<file path="src/hdl/pfr_pkg.sv">
// shared types and constants for the page frame replacement unit
package pfr_pkg;

    localparam int TOTAL_BITS = 32;
    localparam int PAGE_IN_BITS = 16;
    localparam int FRAME_OUT_BITS = 2;

    typedef enum logic [1:0] {
        ST_EMPTY = 2'd0,
        ST_UNREF = 2'd1,
        ST_REF   = 2'd2
    } t_status;

    typedef struct packed {
        logic hit;
        logic filled;
    } t_dec;

endpackage

</file>
<file path="src/hdl/pfr_select.sv">
// hit search, empty frame search and victim choice for one item
module pfr_select #(
    parameter int FRAMES    = 3,
    parameter int PAGE_BITS = 16,
    parameter int AGE_BITS  = 8,
    parameter int FW        = $clog2(FRAMES)
) (
    input  pfr_pkg::t_status       i_status   [FRAMES],
    input  logic [PAGE_BITS-1:0]   i_page     [FRAMES],
    input  logic [AGE_BITS-1:0]    i_age      [FRAMES],
    input  logic [PAGE_BITS-1:0]   i_req_page,
    output pfr_pkg::t_dec          o_dec,
    output logic [FW-1:0]          o_sel
);

    logic [FRAMES-1:0] match;
    logic [FRAMES-1:0] empty;
    logic [FW-1:0]     hit_idx;
    logic [FW-1:0]     empty_idx;
    logic [FW-1:0]     vic_idx;
    logic [AGE_BITS-1:0] best;

    always_comb begin
        for (int i = 0; i < FRAMES; i++) begin
            match[i] = (i_status[i] != pfr_pkg::ST_EMPTY) && (i_page[i] == i_req_page);
            empty[i] = (i_status[i] == pfr_pkg::ST_EMPTY);
        end
    end

    // lowest index wins
    always_comb begin
        hit_idx   = '0;
        empty_idx = '0;
        for (int i = FRAMES - 1; i >= 0; i--) begin
            if (match[i]) begin
                hit_idx = FW'(i);
            end
            if (empty[i]) begin
                empty_idx = FW'(i);
            end
        end
    end

    // oldest frame that was already unreferenced, strict compare from zero
    always_comb begin
        best    = '0;
        vic_idx = '0;
        for (int i = 0; i < FRAMES; i++) begin
            if (i_status[i] != pfr_pkg::ST_REF && i_age[i] > best) begin
                best    = i_age[i];
                vic_idx = FW'(i);
            end
        end
    end

    always_comb begin
        o_dec.hit    = |match;
        o_dec.filled = !(|match) && (|empty);
        if (|match) begin
            o_sel = hit_idx;
        end else if (|empty) begin
            o_sel = empty_idx;
        end else begin
            o_sel = vic_idx;
        end
    end

endmodule

</file>
<file path="src/hdl/pfr_frames.sv">
// frame table: page, age and status registers with their update
module pfr_frames #(
    parameter int FRAMES    = 3,
    parameter int PAGE_BITS = 16,
    parameter int AGE_BITS  = 8,
    parameter int FW        = $clog2(FRAMES)
) (
    input  logic                   i_clk,
    input  logic                   i_rst_n,
    input  logic                   i_upd,
    input  pfr_pkg::t_dec          i_dec,
    input  logic [FW-1:0]          i_sel,
    input  logic [PAGE_BITS-1:0]   i_req_page,
    output pfr_pkg::t_status       o_status [FRAMES],
    output logic [PAGE_BITS-1:0]   o_page   [FRAMES],
    output logic [AGE_BITS-1:0]    o_age    [FRAMES]
);

    pfr_pkg::t_status     r_status [FRAMES];
    pfr_pkg::t_status     n_status [FRAMES];
    logic [AGE_BITS-1:0]  r_age    [FRAMES];
    logic [AGE_BITS-1:0]  n_age    [FRAMES];
    logic [PAGE_BITS-1:0] r_page   [FRAMES];
    logic [PAGE_BITS-1:0] n_page   [FRAMES];

    always_comb begin
        for (int j = 0; j < FRAMES; j++) begin
            n_status[j] = r_status[j];
            n_age[j]    = r_age[j];
            n_page[j]   = r_page[j];
            if (i_upd) begin
                if (i_sel == FW'(j)) begin
                    n_age[j] = '0;
                    if (i_dec.hit) begin
                        n_status[j] = pfr_pkg::ST_REF;
                    end else begin
                        n_status[j] = pfr_pkg::ST_UNREF;
                        n_page[j]   = i_req_page;
                    end
                end else begin
                    if (r_age[j] != '1) begin
                        n_age[j] = r_age[j] + 1'b1;
                    end
                    // eviction pass clears reference marks
                    if (!i_dec.hit && !i_dec.filled && r_status[j] == pfr_pkg::ST_REF) begin
                        n_status[j] = pfr_pkg::ST_UNREF;
                    end
                end
            end
        end
    end

    always_ff @(posedge i_clk) begin
        for (int j = 0; j < FRAMES; j++) begin
            r_page[j] <= n_page[j];
            if (!i_rst_n) begin
                r_status[j] <= pfr_pkg::ST_EMPTY;
                r_age[j]    <= '0;
            end else begin
                r_status[j] <= n_status[j];
                r_age[j]    <= n_age[j];
            end
        end
    end

    assign o_status = r_status;
    assign o_page   = r_page;
    assign o_age    = r_age;

endmodule

</file>
<file path="src/hdl/page_frame_replacement_top.sv">
// top level of the page frame replacement unit
// One page reference is taken per clock cycle and o_busy is always low, so
// i_start may be held high for a stream of items. Each item is registered at
// the input, then looked up and applied to the frame table in the following
// cycle. Its result is captured in the result register by the edge that applies
// the item, and is driven on the ports from there with o_valid high.
// The frame search and update run in one pass over all frames, so the rate is
// one item per cycle for any number of frames. The receiver cannot stall:
// every result is present for exactly the one cycle in which o_valid is high.
// Totals saturate at their maximum; reset clears frame status and age, not pages.
module page_frame_replacement_top #(
    parameter int FRAMES    = 3,
    parameter int PAGE_BITS = 16,
    parameter int AGE_BITS  = 8
) (
    input  logic                               i_clk,
    input  logic                               i_rst_n,
    input  logic                               i_start,
    input  logic [pfr_pkg::PAGE_IN_BITS-1:0]   i_page,
    output logic                               o_busy,
    output logic                               o_valid,
    output logic                               o_hit,
    output logic [pfr_pkg::FRAME_OUT_BITS-1:0] o_frame,
    output logic                               o_filled_empty,
    output logic [pfr_pkg::TOTAL_BITS-1:0]     o_total_hits,
    output logic [pfr_pkg::TOTAL_BITS-1:0]     o_total_faults
);

    localparam int FW = $clog2(FRAMES);

    logic                           r_in_vld;
    logic [PAGE_BITS-1:0]           r_in_page;
    logic                           r_out_vld;
    logic                           r_hit;
    logic                           r_filled;
    logic [FW-1:0]                  r_sel;
    logic [pfr_pkg::TOTAL_BITS-1:0] r_hit_total;
    logic [pfr_pkg::TOTAL_BITS-1:0] n_hit_total;
    logic [pfr_pkg::TOTAL_BITS-1:0] r_fault_total;
    logic [pfr_pkg::TOTAL_BITS-1:0] n_fault_total;

    pfr_pkg::t_status     fr_status [FRAMES];
    logic [PAGE_BITS-1:0] fr_page   [FRAMES];
    logic [AGE_BITS-1:0]  fr_age    [FRAMES];
    pfr_pkg::t_dec        dec;
    logic [FW-1:0]        sel;

    assign o_busy = 1'b0;

    // input register
    always_ff @(posedge i_clk) begin
        r_in_page <= PAGE_BITS'(i_page);
        if (!i_rst_n) begin
            r_in_vld <= 1'b0;
        end else begin
            r_in_vld <= i_start;
        end
    end

    pfr_select #(
        .FRAMES    (FRAMES),
        .PAGE_BITS (PAGE_BITS),
        .AGE_BITS  (AGE_BITS),
        .FW        (FW)
    ) u_select (
        .i_status   (fr_status),
        .i_page     (fr_page),
        .i_age      (fr_age),
        .i_req_page (r_in_page),
        .o_dec      (dec),
        .o_sel      (sel)
    );

    pfr_frames #(
        .FRAMES    (FRAMES),
        .PAGE_BITS (PAGE_BITS),
        .AGE_BITS  (AGE_BITS),
        .FW        (FW)
    ) u_frames (
        .i_clk      (i_clk),
        .i_rst_n    (i_rst_n),
        .i_upd      (r_in_vld),
        .i_dec      (dec),
        .i_sel      (sel),
        .i_req_page (r_in_page),
        .o_status   (fr_status),
        .o_page     (fr_page),
        .o_age      (fr_age)
    );

    always_comb begin
        n_hit_total   = r_hit_total;
        n_fault_total = r_fault_total;
        if (r_in_vld) begin
            if (dec.hit) begin
                if (r_hit_total != '1) begin
                    n_hit_total = r_hit_total + 1'b1;
                end
            end else begin
                if (r_fault_total != '1) begin
                    n_fault_total = r_fault_total + 1'b1;
                end
            end
        end
    end

    // result register
    always_ff @(posedge i_clk) begin
        r_hit    <= dec.hit;
        r_filled <= dec.filled;
        r_sel    <= sel;
        if (!i_rst_n) begin
            r_out_vld     <= 1'b0;
            r_hit_total   <= '0;
            r_fault_total <= '0;
        end else begin
            r_out_vld     <= r_in_vld;
            r_hit_total   <= n_hit_total;
            r_fault_total <= n_fault_total;
        end
    end

    assign o_valid        = r_out_vld;
    assign o_hit          = r_hit;
    assign o_frame        = pfr_pkg::FRAME_OUT_BITS'(r_sel);
    assign o_filled_empty = r_filled;
    assign o_total_hits   = r_hit_total;
    assign o_total_faults = r_fault_total;

`ifndef SYNTH
    a_valid_follows_start: assert property (@(posedge i_clk) disable iff (!i_rst_n)
        o_valid |-> $past(i_start, 2))
        else $error("result without an accepted item");

    a_frame_in_range: assert property (@(posedge i_clk) disable iff (!i_rst_n)
        o_valid |-> (r_sel < FW'(FRAMES - 1)) || (r_sel == FW'(FRAMES - 1)))
        else $error("frame index out of range");

    a_hit_no_fill: assert property (@(posedge i_clk) disable iff (!i_rst_n)
        o_valid && o_hit |-> !o_filled_empty && o_total_faults == $past(o_total_faults))
        else $error("hit changed fault state");

    a_fault_counts: assert property (@(posedge i_clk) disable iff (!i_rst_n)
        o_valid && !o_hit |-> o_total_hits == $past(o_total_hits)
            && (o_total_faults != $past(o_total_faults) || o_total_faults == '1))
        else $error("fault count not advanced");
`endif

endmodule

</file>
<file path="config.mk">
export PLATFORM = sky130hd
export DESIGN_NAME = page_frame_replacement_top
export DESIGN_NICKNAME = d
export VERILOG_FILES = /design/src/hdl/pfr_pkg.sv /design/src/hdl/pfr_select.sv /design/src/hdl/pfr_frames.sv /design/src/hdl/page_frame_replacement_top.sv
export SDC_FILE = /design/constraint.sdc
export NUM_CORES = 1
export LEC_CHECK = 0
export ABC_AREA = 0
export BUFFER_PORTS_ARGS = -buffer_cell sky130_fd_sc_hd__buf_4
export CAP_MARGIN = 15
export CORE_MARGIN = 2
export CORE_UTILIZATION = 50
export CTS_BUF_LIST = sky130_fd_sc_hd__clkbuf_16
export CTS_CLUSTER_SIZE = 25
export DETAILED_ROUTE_END_ITERATION = 12
export PLACE_DENSITY = 0.74
export SYNTH_ARGS = -nofsm -noshare
export SYNTH_HDL_FRONTEND = slang
export SYNTH_SLANG_ARGS = --single-unit
</file>
<file path="constraint.sdc">
create_clock -name i_clk -period 10.45 [get_ports i_clk]
set_input_delay 3.135 -clock i_clk [delete_from_list [all_inputs] [get_ports i_clk]]
set_output_delay 3.135 -clock i_clk [all_outputs]
set_load 0.01 [all_outputs]
</file>
# --- Word-level counts from Yosys, hierarchy flattened ---
# Index checks and enable logic that the tools add are counted.
word_totals:
  regBits: 164
  elab_cells: 106
op_classes:
  n_addsub: 5
  magnitude_cmp: 3
  n_eq_ne: 16
  n_mux: 25
  bitwise: 1
  reduce_logical: 39
op_table:
  columns: ["op", "n"]
  rows:
  - ["adder 32 x 1 -> 32 bit, second input constant", 2]
  - ["two-way mux 8 bit", 8]
  - ["!= test 32 bit, second input constant", 2]
  - ["equality test 16 bit", 3]
  - ["two-way mux 2 bit", 16]
  - ["adder 8 x 1 -> 8 bit, second input constant", 3]
  - ["!= test 8 bit, second input constant", 3]
  - ["nonzero test 2 bit", 9]
  - ["> comparator 8 bit", 2]
  - ["AND reduction 3 bit", 5]
  - ["AND reduction 2 bit", 6]
  - ["logical AND 1 bit", 11]
  - ["equality test 2 bit, second input constant", 4]
  - ["> comparator 8 x 1 -> 1 bit, second input constant", 1]
  - ["zero test 2 bit", 4]
  - ["!= test 2 bit, second input constant", 3]
  - ["OR reduction 3 bit", 2]
  - ["equality test 2 x 1 -> 1 bit, second input constant", 1]
  - ["zero test 1 bit", 2]
  - ["two-way mux 1 bit", 1]
  - ["inverter 1 bit", 1]

# --- Longest topological paths before layout ---
# Gate-level depths: netlist (run 1).
depth:
  ltp_word: 14
  ltp_mapped: 22

# --- Hierarchy ---
# From an unflattened synthesis (run 1), not the netlist that was laid out.
hier_totals:
  cells_unflattened: 843
  area_unflattened_um2: 7992.7
by_module_without_submodules:
  columns: ["mod", "instances", "cells_per_inst", "area_per_inst_um2", "seq_area_each_um2"]
  rows:
  - ["page_frame_replacement_top", 1, 429, 3683.5, 1721.7]
  - ["pfr_frames", 1, 251, 3070.4, 2042.0]
  - ["pfr_select", 1, 163, 1238.7, 0.0]

# --- Worst setup path after synthesis (run 1) ---
# Ideal clock, no wire load.
synth_path:
  kind: "register to register"
  start: "register u_frames.r_age (netlist bit u_frames.o_age[16])"
  end: "register u_frames.r_page (netlist bit u_frames.o_page[16]) (enable)"
  setup_ns: 0.388
  arrival_time_ns: 4.491
  required_ns: 10.062
  setup_slack_ns: 5.570
  stages_incl_launch_ff: 21
  path_buffers: 1
  period_less_slack_ns: 4.880
  cell_sequence: "dfxtp_1 -> inv_1 -> ha_1 -> nor4b_1 -> a22oi_1 -> nand2_1 -> ha_1 -> nor2b_1 -> o211ai_1 -> a21oi_1 -> o21ai_1 -> clkbuf_1 -> a31oi_1 -> ha_1 -> nor2b_1 -> o211ai_1 -> a21oi_1 -> o21bai_1 -> nor3b_1 -> o21ai_1 -> nor2_1"
synth_between:
  elab_chain_cells: 13
  word_cells_on_any_way: 14
  classes_between: "order compare (3); eq/ne (1); mux (6); reduce/logical (4)"
synth_lines:
  columns: ["item", "line", "source"]
  rows:
  - ["from (decl)", "pfr_frames.sv:21", "logic [AGE_BITS-1:0] r_age [FRAMES];"]
  - ["from (signal, indexed assignment)", "pfr_frames.sv:61", "r_age[j] <= n_age[j];"]
  - ["> comparator 8 x 1 -> 1 bit", "pfr_select.sv:49", "if (i_status[i] != pfr_pkg::ST_REF && i_age[i] > best) begin"]
  - ["logical AND 1 bit", "pfr_select.sv:49", null]
  - ["two-way mux 8 bit *", "pfr_select.sv:49", null]
  - ["> comparator 8 bit", "pfr_select.sv:49", null]
  - ["logical AND 1 bit", "pfr_select.sv:49", null]
  - ["two-way mux 8 bit", "pfr_select.sv:49", null]
  - ["> comparator 8 bit", "pfr_select.sv:49", null]
  - ["logical AND 1 bit", "pfr_select.sv:49", null]
  - ["two-way mux 2 bit *", "pfr_select.sv:49", null]
  - ["two-way mux 2 bit *", "pfr_select.sv:61", "end else if (|empty) begin"]
  - ["two-way mux 2 bit *", "pfr_select.sv:59", "if (|match) begin"]
  - ["equality test 2 x 1 -> 1 bit *", "pfr_frames.sv:32", "if (i_sel == FW'(j)) begin"]
  - ["AND reduction 3 bit (no line) *", null, null]
  - ["to (signal, indexed assignment)", "pfr_frames.sv:55", "r_page[j] <= n_page[j];"]
  - ["to (decl)", "pfr_frames.sv:23", "logic [PAGE_BITS-1:0] r_page [FRAMES];"]
# Mark *: on every way between the ends. The rest lies on a longest branch, timed or not.
# A chain may end at the register's enable or synchronous reset.

# --- Worst setup path in the final report (run 1) ---
layout_path:
  start: "register u_frames.r_age (netlist bit u_frames.o_age[17])"
  end: "register u_frames.r_page (netlist bit u_frames.o_page[28]) (enable)"
# Same word-level chain as after synthesis.

==> results of run 1 <==
[kinds of logic after synthesis]
logic type | Yosys count | synth area share
flip-flops | 164 | 0.455
XOR/XNOR | 65 | 0.0689
buffers and inverters | 76 | 0.0365
other | 1 | 0.000454
AND/OR/NAND/NOR | 372 | 0.245
adder cells (fa/ha/maj) | 22 | 0.0333
multiplexers | 27 | 0.0327
AO/OA/AOI/OAI | 158 | 0.128
[per-stage QoR]
step | util | instances
6_report | 0.591 | 1190
3_5_place_dp | 0.555 | 1158
5_1_grt | 0.591 | 1190
2_1_floorplan | - | 885
3_3_place_gp | 0.555 | 1158
4_1_cts | 0.591 | 1190
[synth_stat cells (6+ instances only)]
cell	count
xor2_1	45
a21o_1	8
nand2b_1	27
nor4_2	12
edfxtp_1	48
a31oi_1	13
nor4_1	28
nand4_1	36
and2_1	12
a21oi_1	41
or4_1	9
o21ai_0	27
nor2_1	49
clkbuf_1	30
a31o_2	6
ha_1	22
inv_1	35
nand2_1	91
nand3_1	43
o311ai_0	6
and3_1	13
o31ai_1	8
nor3_1	21
mux2i_1	27
a211oi_1	13
dfxtp_1	116
xnor2_1	20
[flip-flops by register name, summed over array words and instances, names as in the netlist]
signal and count:
o_filled_empty 1, o_frame 2, o_hit 1, o_total_faults 32
o_total_hits 32, o_valid 1, r_in_page 16, r_in_vld 1
u_frames.o_age 24, u_frames.o_page 48, u_frames.o_status 6
[final cells by class]
| class | instances | area (um2) |
|---|---|---|
| timing repair buffer | 94 | 706 |
| fill | 1496 | 6680 |
| tap | 220 | 275 |
| clock buffer | 18 | 450 |
| multi-input combinational | 645 | 4200 |
| sequential | 164 | 3760 |
| clock inverter | 14 | 136 |
| inverter | 35 | 131 |
[where the power goes]
group	switching, W	leakage [nW]	internal, W
Clock	0.000290	0.280	0.000331
Sequential	0.0000136	1.38	0.000665
Combinational	0.0000448	1.80	0.0000258
[worst max-delay path, stage by stage (launching register included)]
cell and delay [ps]:
dfxtp_1 450, inv_1 90, ha_1 180, nor4b_1 140, a22oi_1 240, nand2_1 90
ha_1 290, nor2b_1 130, o211ai_1 150, a21oi_1 80, o21ai_1 850, a31oi_1 220
ha_1 370, nand2_1 50, o21ai_0 360, o21bai_1 170, nor3b_1 180, o21ai_1 660
nor2_1 110, buf_4 240
[path summary, 6_finish.rpt]
path	to	slack, ps	cells past startpoint
worst max-delay path	u_frames.o_page[28]	5110	19
worst min-delay path	o_total_hits[15]	480	2
worst max register to register	u_frames.o_page[28]	5110	19
worst min register to register	o_total_hits[15]	480	2
[routing by layer]
metal	routed length [um]	part of all wire
met5	0	0
met4	277	0.014
met2	9030	0.47
met1	9080	0.47
met3	987	0.051
==> flow_summary.rst, run 1 <==
.. list-table::
   :header-rows: 1

   * - Metric
     - Value
   * - Outcome
     - finished clean
   * - Area growth syn-to-layout
     - 16.9%
   * - Clk_lat worst skew
     - 430 ps
   * - Critical path fanouts, max
     - 19
   * - CTS tree
     - built
   * - Port Buffers
     - 87
   * - Via count
     - 6,935
   * - Total Routing Usage GR
     - 0.222
   * - X dimension of the die
     - 133 um
   * - Primary flip-flop cell chosen by synthesis mapping
     - dfxtp_1
   * - Number of library cell types mapped by synthesis
     - 64
   * - Final hold vios
     - 0
   * - Pre-Repair DR Iteration Count
     - 5
   * - Global routing's busiest layer
     - met2
   * - Post-detailed-route via-to-cell ratio
     - 5.83
   * - Launch point of the worst hold path
     - o_total_hits[15]
   * - Fraction of layout instances using a drive strength above 1
     - 0.161
   * - Dpl hpwl
     - 13.3 mm
   * - Worst path setup slack after routing
     - 5110 ps
   * - Hold-fix buffers at CTS
     - 0
   * - Async set or reset register ratio after synthesis
     - 0
   * - IO Count
     - 89
   * - Number of global-route vias before repair
     - 6,287
   * - Clock tree skew after final layout
     - 8.88 ps
   * - Final setup viols
     - 0
   * - Yosys reg bits
     - 164
   * - Met3 track demand over resource
     - 0.0452
   * - Path class of the lowest-slack min-delay path
     - reg2reg
   * - Maximum number of pins on one net before global-route repair
     - 85
   * - Worst-case vdd ir drop
     - 0.128 mV
   * - Global Route met2 Usage
     - 0.344
   * - Pwr Total
     - 0.00137 W
   * - Top cells by area in the synthesized netlist
     - dfxtp_1 (28%), edfxtp_1 (17%), xor2_1 (4.8%)
   * - Post-cts gate resize count
     - 0
   * - Data required time at the worst endpoint
     - 10,620 ps
   * - Final net count
     - 998
   * - Static Leakage
     - 3.46 nW
   * - Clock-pin slew of the registers on the worst-case setup and hold paths
     - 70 ps
   * - Crit path kind
     - reg2reg
   * - Highest attainable clock frequency
     - 0.187 GHz
   * - Leading cell types in the layout, fill and taps excluded
     - dfxtp_1 (116), buf_4 (94), nand2_1 (91)
   * - Number of cell rows
     - 47
   * - Synthesized net count
     - 926
   * - Number of instances in the synthesized netlist
     - 885
   * - Finished Cell Area
     - 9670 um2
   * - Antenna diode count
     - 0
   * - Die Ht
     - 133 um
   * - Number of design-rule violations left by the first detailed-router iteration
     - 589
   * - Mean instance size in the synthesized netlist
     - 9.34 um2
   * - Die Footprint
     - 17,600 um2
   * - Count of flip-flops with a built-in enable after synthesis
     - 48
   * - Power density over the cells
     - 142 nW/um2
   * - Worst setup EP type
     - register
   * - Number of warnings issued by yosys
     - 0
   * - Crit. Startpoint
     - u_frames.o_age[17]
   * - Share of synthesized area occupied by flip-flops and latches
     - 0.455
   * - RSZ-0062 raised after global routing
     - false
   * - Final critical delay including setup and external delays
     - 5340 ps
   * - Number of antenna violations at the first check in global routing
     - 0
   * - Slew HR
     - 0.248
   * - Max-capacitance violation count
     - 0
   * - Post-Place Worst Slack
     - 5050 ps
   * - Maximum buffer depth of the clock tree
     - 2
   * - Critical path launch point type
     - register
   * - Post-route DRC violation count
     - 0
   * - Count of final max-slew check failures
     - 0
   * - Setup TNS
     - 0 ps
   * - Tcrit/Tclk final
     - 0.511
   * - CTS HTree Levels
     - 4
   * - Post-Route Hold Slack
     - 477 ps
   * - Sink count of the clock tree
     - 164
   * - Antenna-violating nets left
     - 0
   * - WP data arrival
     - 5510 ps
   * - Number of buffers inserted by post-CTS setup repair
     - 0
   * - Clock buffers created by TritonCTS
     - 17
   * - Reg2reg start
     - u_frames.o_age[17]
   * - Wire length of the first global-routing pass
     - 31.6 mm
   * - Fraction of post-synthesis cell area in the top cell type by area
     - 0.281
   * - Wire length reported by the detailed router
     - 19.4 mm
   * - Largest area contributor in the synthesized netlist
     - dfxtp_1
   * - Slew at the pin closest to its max-slew limit
     - 1120 ps
   * - Aggregate global routing overflow
     - 0
   * - Instance area after placement
     - 9080 um2
   * - Master cell of the clock root buffer
     - clkbuf_16
   * - Routability congestion estimate
     - 0.852
   * - Initial cell density of the core
     - 0.506
   * - Detailed-route wire length per cell
     - 16.3 um
   * - Standard cell core area
     - 16,300 um2
   * - Most common cell after layout, fill and taps aside
     - dfxtp_1
   * - Area of the mapped netlist
     - 8270 um2
   * - Global-route track usage on met1
     - 0.309
Note: power is estimated with default switching activity, not from simulation.
==> run 2, diff against run 1 <==
- ABC_AREA: 0 -> 1
- PLACE_DENSITY: 0.74 -> 0.76
- clock period: 10.45 -> 4.8 ns (I/O delays scaled with it)
==> flow_summary.rst, run 2 <==
.. list-table::
   :header-rows: 1

   * - Metric
     - Value
   * - Outcome
     - finished clean
   * - Highest attainable clock frequency
     - 0.234 GHz (+25%)
   * - Standard cell core area
     - 18,700 um2 (+14%)
   * - Worst setup EP type
     - register
   * - Largest area contributor in the synthesized netlist
     - dfxtp_1
   * - Dpl hpwl
     - 17.2 mm (+29%)
   * - Routability congestion estimate
     - 0.926 (+8.6%)
   * - Detailed-route wire length per cell
     - 14.4 um (-12%)
   * - Reg2reg start
     - u_frames.o_age[16]
   * - Wire length of the first global-routing pass
     - 40.0 mm (+26%)
   * - Top cells by area in the synthesized netlist
     - dfxtp_1 (24%), edfxtp_1 (15%), nand2_1 (14%)
   * - Count of final max-slew check failures
     - 0 (unchanged)
   * - Critical path launch point type
     - register
   * - Number of library cell types mapped by synthesis
     - 50 (-22%)
   * - Aggregate global routing overflow
     - 0 (unchanged)
   * - Highest cell delay on the worst timing path
     - 350 ps (-500 ps)
   * - Power density over the cells
     - 297 nW/um2 (+110%)
   * - Finished Cell Area
     - 10,900 um2 (+13%)
   * - Antenna diode count
     - 0 (unchanged)
   * - Maximum number of pins on one net before global-route repair
     - 58 (-32%)
   * - Sink count of the clock tree
     - 164 (unchanged)
   * - Final critical delay including setup and external delays
     - 4280 ps (-1060 ps)
   * - WP data arrival
     - 4400 ps (-1110 ps)
   * - Mean instance size in the synthesized netlist
     - 7.16 um2 (-23%)
   * - Slowest CP cell
     - dfxtp_1
   * - Post-route DRC violation count
     - 0 (unchanged)
   * - Wire length reported by the detailed router
     - 23.9 mm (+23%)
   * - Final setup viols
     - 0 (unchanged)
   * - Crit path kind
     - reg2reg
   * - Cell count of the worst hold path
     - 2 (unchanged)
   * - Number of antenna violations at the first check in global routing
     - 0 (unchanged)
   * - Maximum buffer depth of the clock tree
     - 2 (unchanged)
   * - Slew HR
     - 0.258 (+0.0102)
   * - Top cell family by delay on the critical path
     - simple AND/OR/NAND/NOR gates
   * - Tcrit/Tclk final
     - 0.891 (+0.380)
   * - Async set or reset register ratio after synthesis
     - 0 (unchanged)
   * - Via count
     - 8,914 (+29%)
   * - Area of the mapped netlist
     - 9560 um2 (+16%)
   * - Path class of the lowest-slack min-delay path
     - reg2reg
   * - Die Ht
     - 142 um (+7.3%)
   * - Setup TNS
     - 0 ps (unchanged)
   * - Cell with the most instances after synthesis
     - nand2_1
   * - Total of fill cells in the finished design
     - 1,709 (+14%)
   * - Number of buffers inserted by post-CTS setup repair
     - 0 (unchanged)
   * - Static Leakage
     - 4.66 nW (+35%)
   * - Total Routing Usage GR
     - 0.245 (+0.0233)
   * - Number of warnings issued by yosys
     - 0 (unchanged)
   * - Number of cell instances on the worst register-to-register path
     - 25 (+6)
   * - Reg-to-Reg End
     - u_frames.o_page[47]
   * - Most common cell after layout, fill and taps aside
     - nand2_1
   * - Share of synthesized area occupied by flip-flops and latches
     - 0.394 (-0.0615)
   * - Critical path fanouts, max
     - 16 (-3)
   * - R2r setup slk
     - 520 ps (-4590 ps)
   * - Final net count
     - 1,454 (+46%)
   * - Number of design-rule violations left by the first detailed-router iteration
     - 684 (+16%)
   * - Pre-Repair DR Iteration Count
     - 5 (unchanged)
   * - Number of instances in the synthesized netlist
     - 1,336 (+51%)
   * - Synthesized net count
     - 1,377 (+49%)
   * - Clock-pin slew of the registers on the worst-case setup and hold paths
     - 70 ps (about the same)
   * - Max-capacitance violation count
     - 0 (unchanged)
   * - Fraction of layout instances using a drive strength above 1
     - 0.133 (-0.0283)
   * - Antenna-violating nets left
     - 0 (unchanged)
   * - Final hold vios
     - 0 (unchanged)
   * - Clk_lat worst skew
     - 440 ps (about the same)
   * - RSZ-0062 raised after global routing
     - false
   * - Number of global-route vias before repair
     - 8,131 (+29%)
   * - Worst-case vdd ir drop
     - 0.260 mV (+100%)
   * - Commonest cells post-synth
     - nand2_1 (366), nor2_1 (153), inv_1 (147)
   * - Min-Delay Endpoint
     - u_frames.o_status[4]
   * - CTS HTree Levels
     - 4 (unchanged)
   * - Leading cell types in the layout, fill and taps excluded
     - nand2_1 (366), nor2_1 (153), inv_1 (146)
   * - Worst path most repeated cell
     - nand2_1
   * - Count of flip-flops with a built-in enable after synthesis
     - 48 (unchanged)
   * - Initial cell density of the core
     - 0.511 (+0.00530)
   * - CTS tree
     - built
   * - Clock buffers created by TritonCTS
     - 17 (unchanged)
   * - Port Buffers
     - 87 (unchanged)
   * - Post-detailed-route via-to-cell ratio
     - 5.37 (-7.9%)
   * - Slew at the pin closest to its max-slew limit
     - 1110 ps (-11.2 ps)
   * - Launch point of the worst hold path
     - u_frames.o_status[4]
   * - Area growth syn-to-layout
     - 14.4%
   * - Die Footprint
     - 20,200 um2 (+15%)
   * - Yosys reg bits
     - 164 (unchanged)
   * - Number of cell rows
     - 50 (+6.4%)
   * - Master cell of the clock root buffer
     - clkbuf_16
   * - Instance area after placement
     - 10,300 um2 (+14%)
   * - Hold-fix buffers at CTS
     - 0 (unchanged)
   * - IO Count
     - 89 (unchanged)
   * - Fraction of post-synthesis cell area in the top cell type by area
     - 0.243 (-0.0379)
   * - Primary flip-flop cell chosen by synthesis mapping
     - dfxtp_1
   * - X dimension of the die
     - 142 um (+7.3%)
   * - Post-cts gate resize count
     - 0 (unchanged)
   * - Data required time at the worst endpoint
     - 4920 ps (-5700 ps)
   * - Total buffers and inverters traversed by the critical path
     - 4 (+2)
   * - Clock tree skew after final layout
     - 11.9 ps (+3.05 ps)
   * - Flip-flop count of the largest register after layout
     - 48 (unchanged)
run 2: cell types whose count changed after synthesis, moves of 26 or more:
cell and delta:
nand2_1 +275, mux2i_1 -27, nand4_1 +26, nand2b_1 -27
inv_1 +112, nor3_1 +26, nor2_1 +104, a21oi_1 +35
run 2: cells by family after synthesis:
logic type      Yosys count  synth area share
simple gates            763             0.365
fa+ha+maj                22            0.0288
other cells               1          0.000392
buf+inv                 203            0.0882
xor+xnor                 64            0.0586
compound gates          119            0.0657
flops                   164             0.394
run 2: cell type report:
cell class                      count  area (um2)  area share
Clock inverter                     15         179      0.0164
Tap cell                          234         293      0.0268
Sequential cell                   164        3760       0.344
Inverter                          170         641      0.0586
Timing Repair Buffer               91         683      0.0625
Multi-Input combinational cell    969        4950       0.453
Clock buffer                       17         425      0.0389
run 2: metrics by stage:
stage          hold WS [ps]  worst slack (ps)  utilization  std cells  total power, W
2_1_floorplan           439               543            -       1336         0.00182
3_3_place_gp            450               750        0.552       1628         0.00189
3_5_place_dp            464               578        0.552       1628         0.00190
4_1_cts                 473               519        0.585       1660         0.00327
5_1_grt                 514              61.8        0.585       1660         0.00340
6_report                480               524        0.585       1660         0.00325
run 2: routing by layer:
metal,up-vias,share of wire,track usage
met3,35,0.064,0.0471
met4,0,0.016,0.0742
met1,4080,0.46,0.336
met5,-,0,0
met2,279,0.46,0.393
li1,4520,-,-
run 2: worst register-to-register path, delay by kind of cell, from the launching register on:
family / cells / cell delay [ps]
AO/OA/AOI/OAI: 4 / 740
buffers and inverters: 4 / 730
AND/OR/NAND/NOR: 14 / 1350
flip-flops: 1 / 350
adder cells (fa/ha/maj): 3 / 800
run 2: worst max path at each step:
stage / endpoint / start / cells past startpoint
global route: u_frames.o_page[41] / u_frames.o_age[16] / 26
detailed placement: u_frames.o_page[44] / u_frames.o_age[16] / 25
CTS: u_frames.o_page[41] / u_frames.o_age[16] / 25
global placement: u_frames.o_page[47] / u_frames.o_age[16] / 24
finish: u_frames.o_page[47] / u_frames.o_age[16] / 25
floorplan: u_frames.o_page[32] / u_frames.o_age[16] / 27
run 2: report_power, final:
part	switching (W)	leakage [nW]	total (W)	internal, W
Clock	0.000665	0.295	0.00137	0.000708
Combinational	0.000234	2.98	0.000363	0.000130
Sequential	0.0000480	1.38	0.00151	0.00147
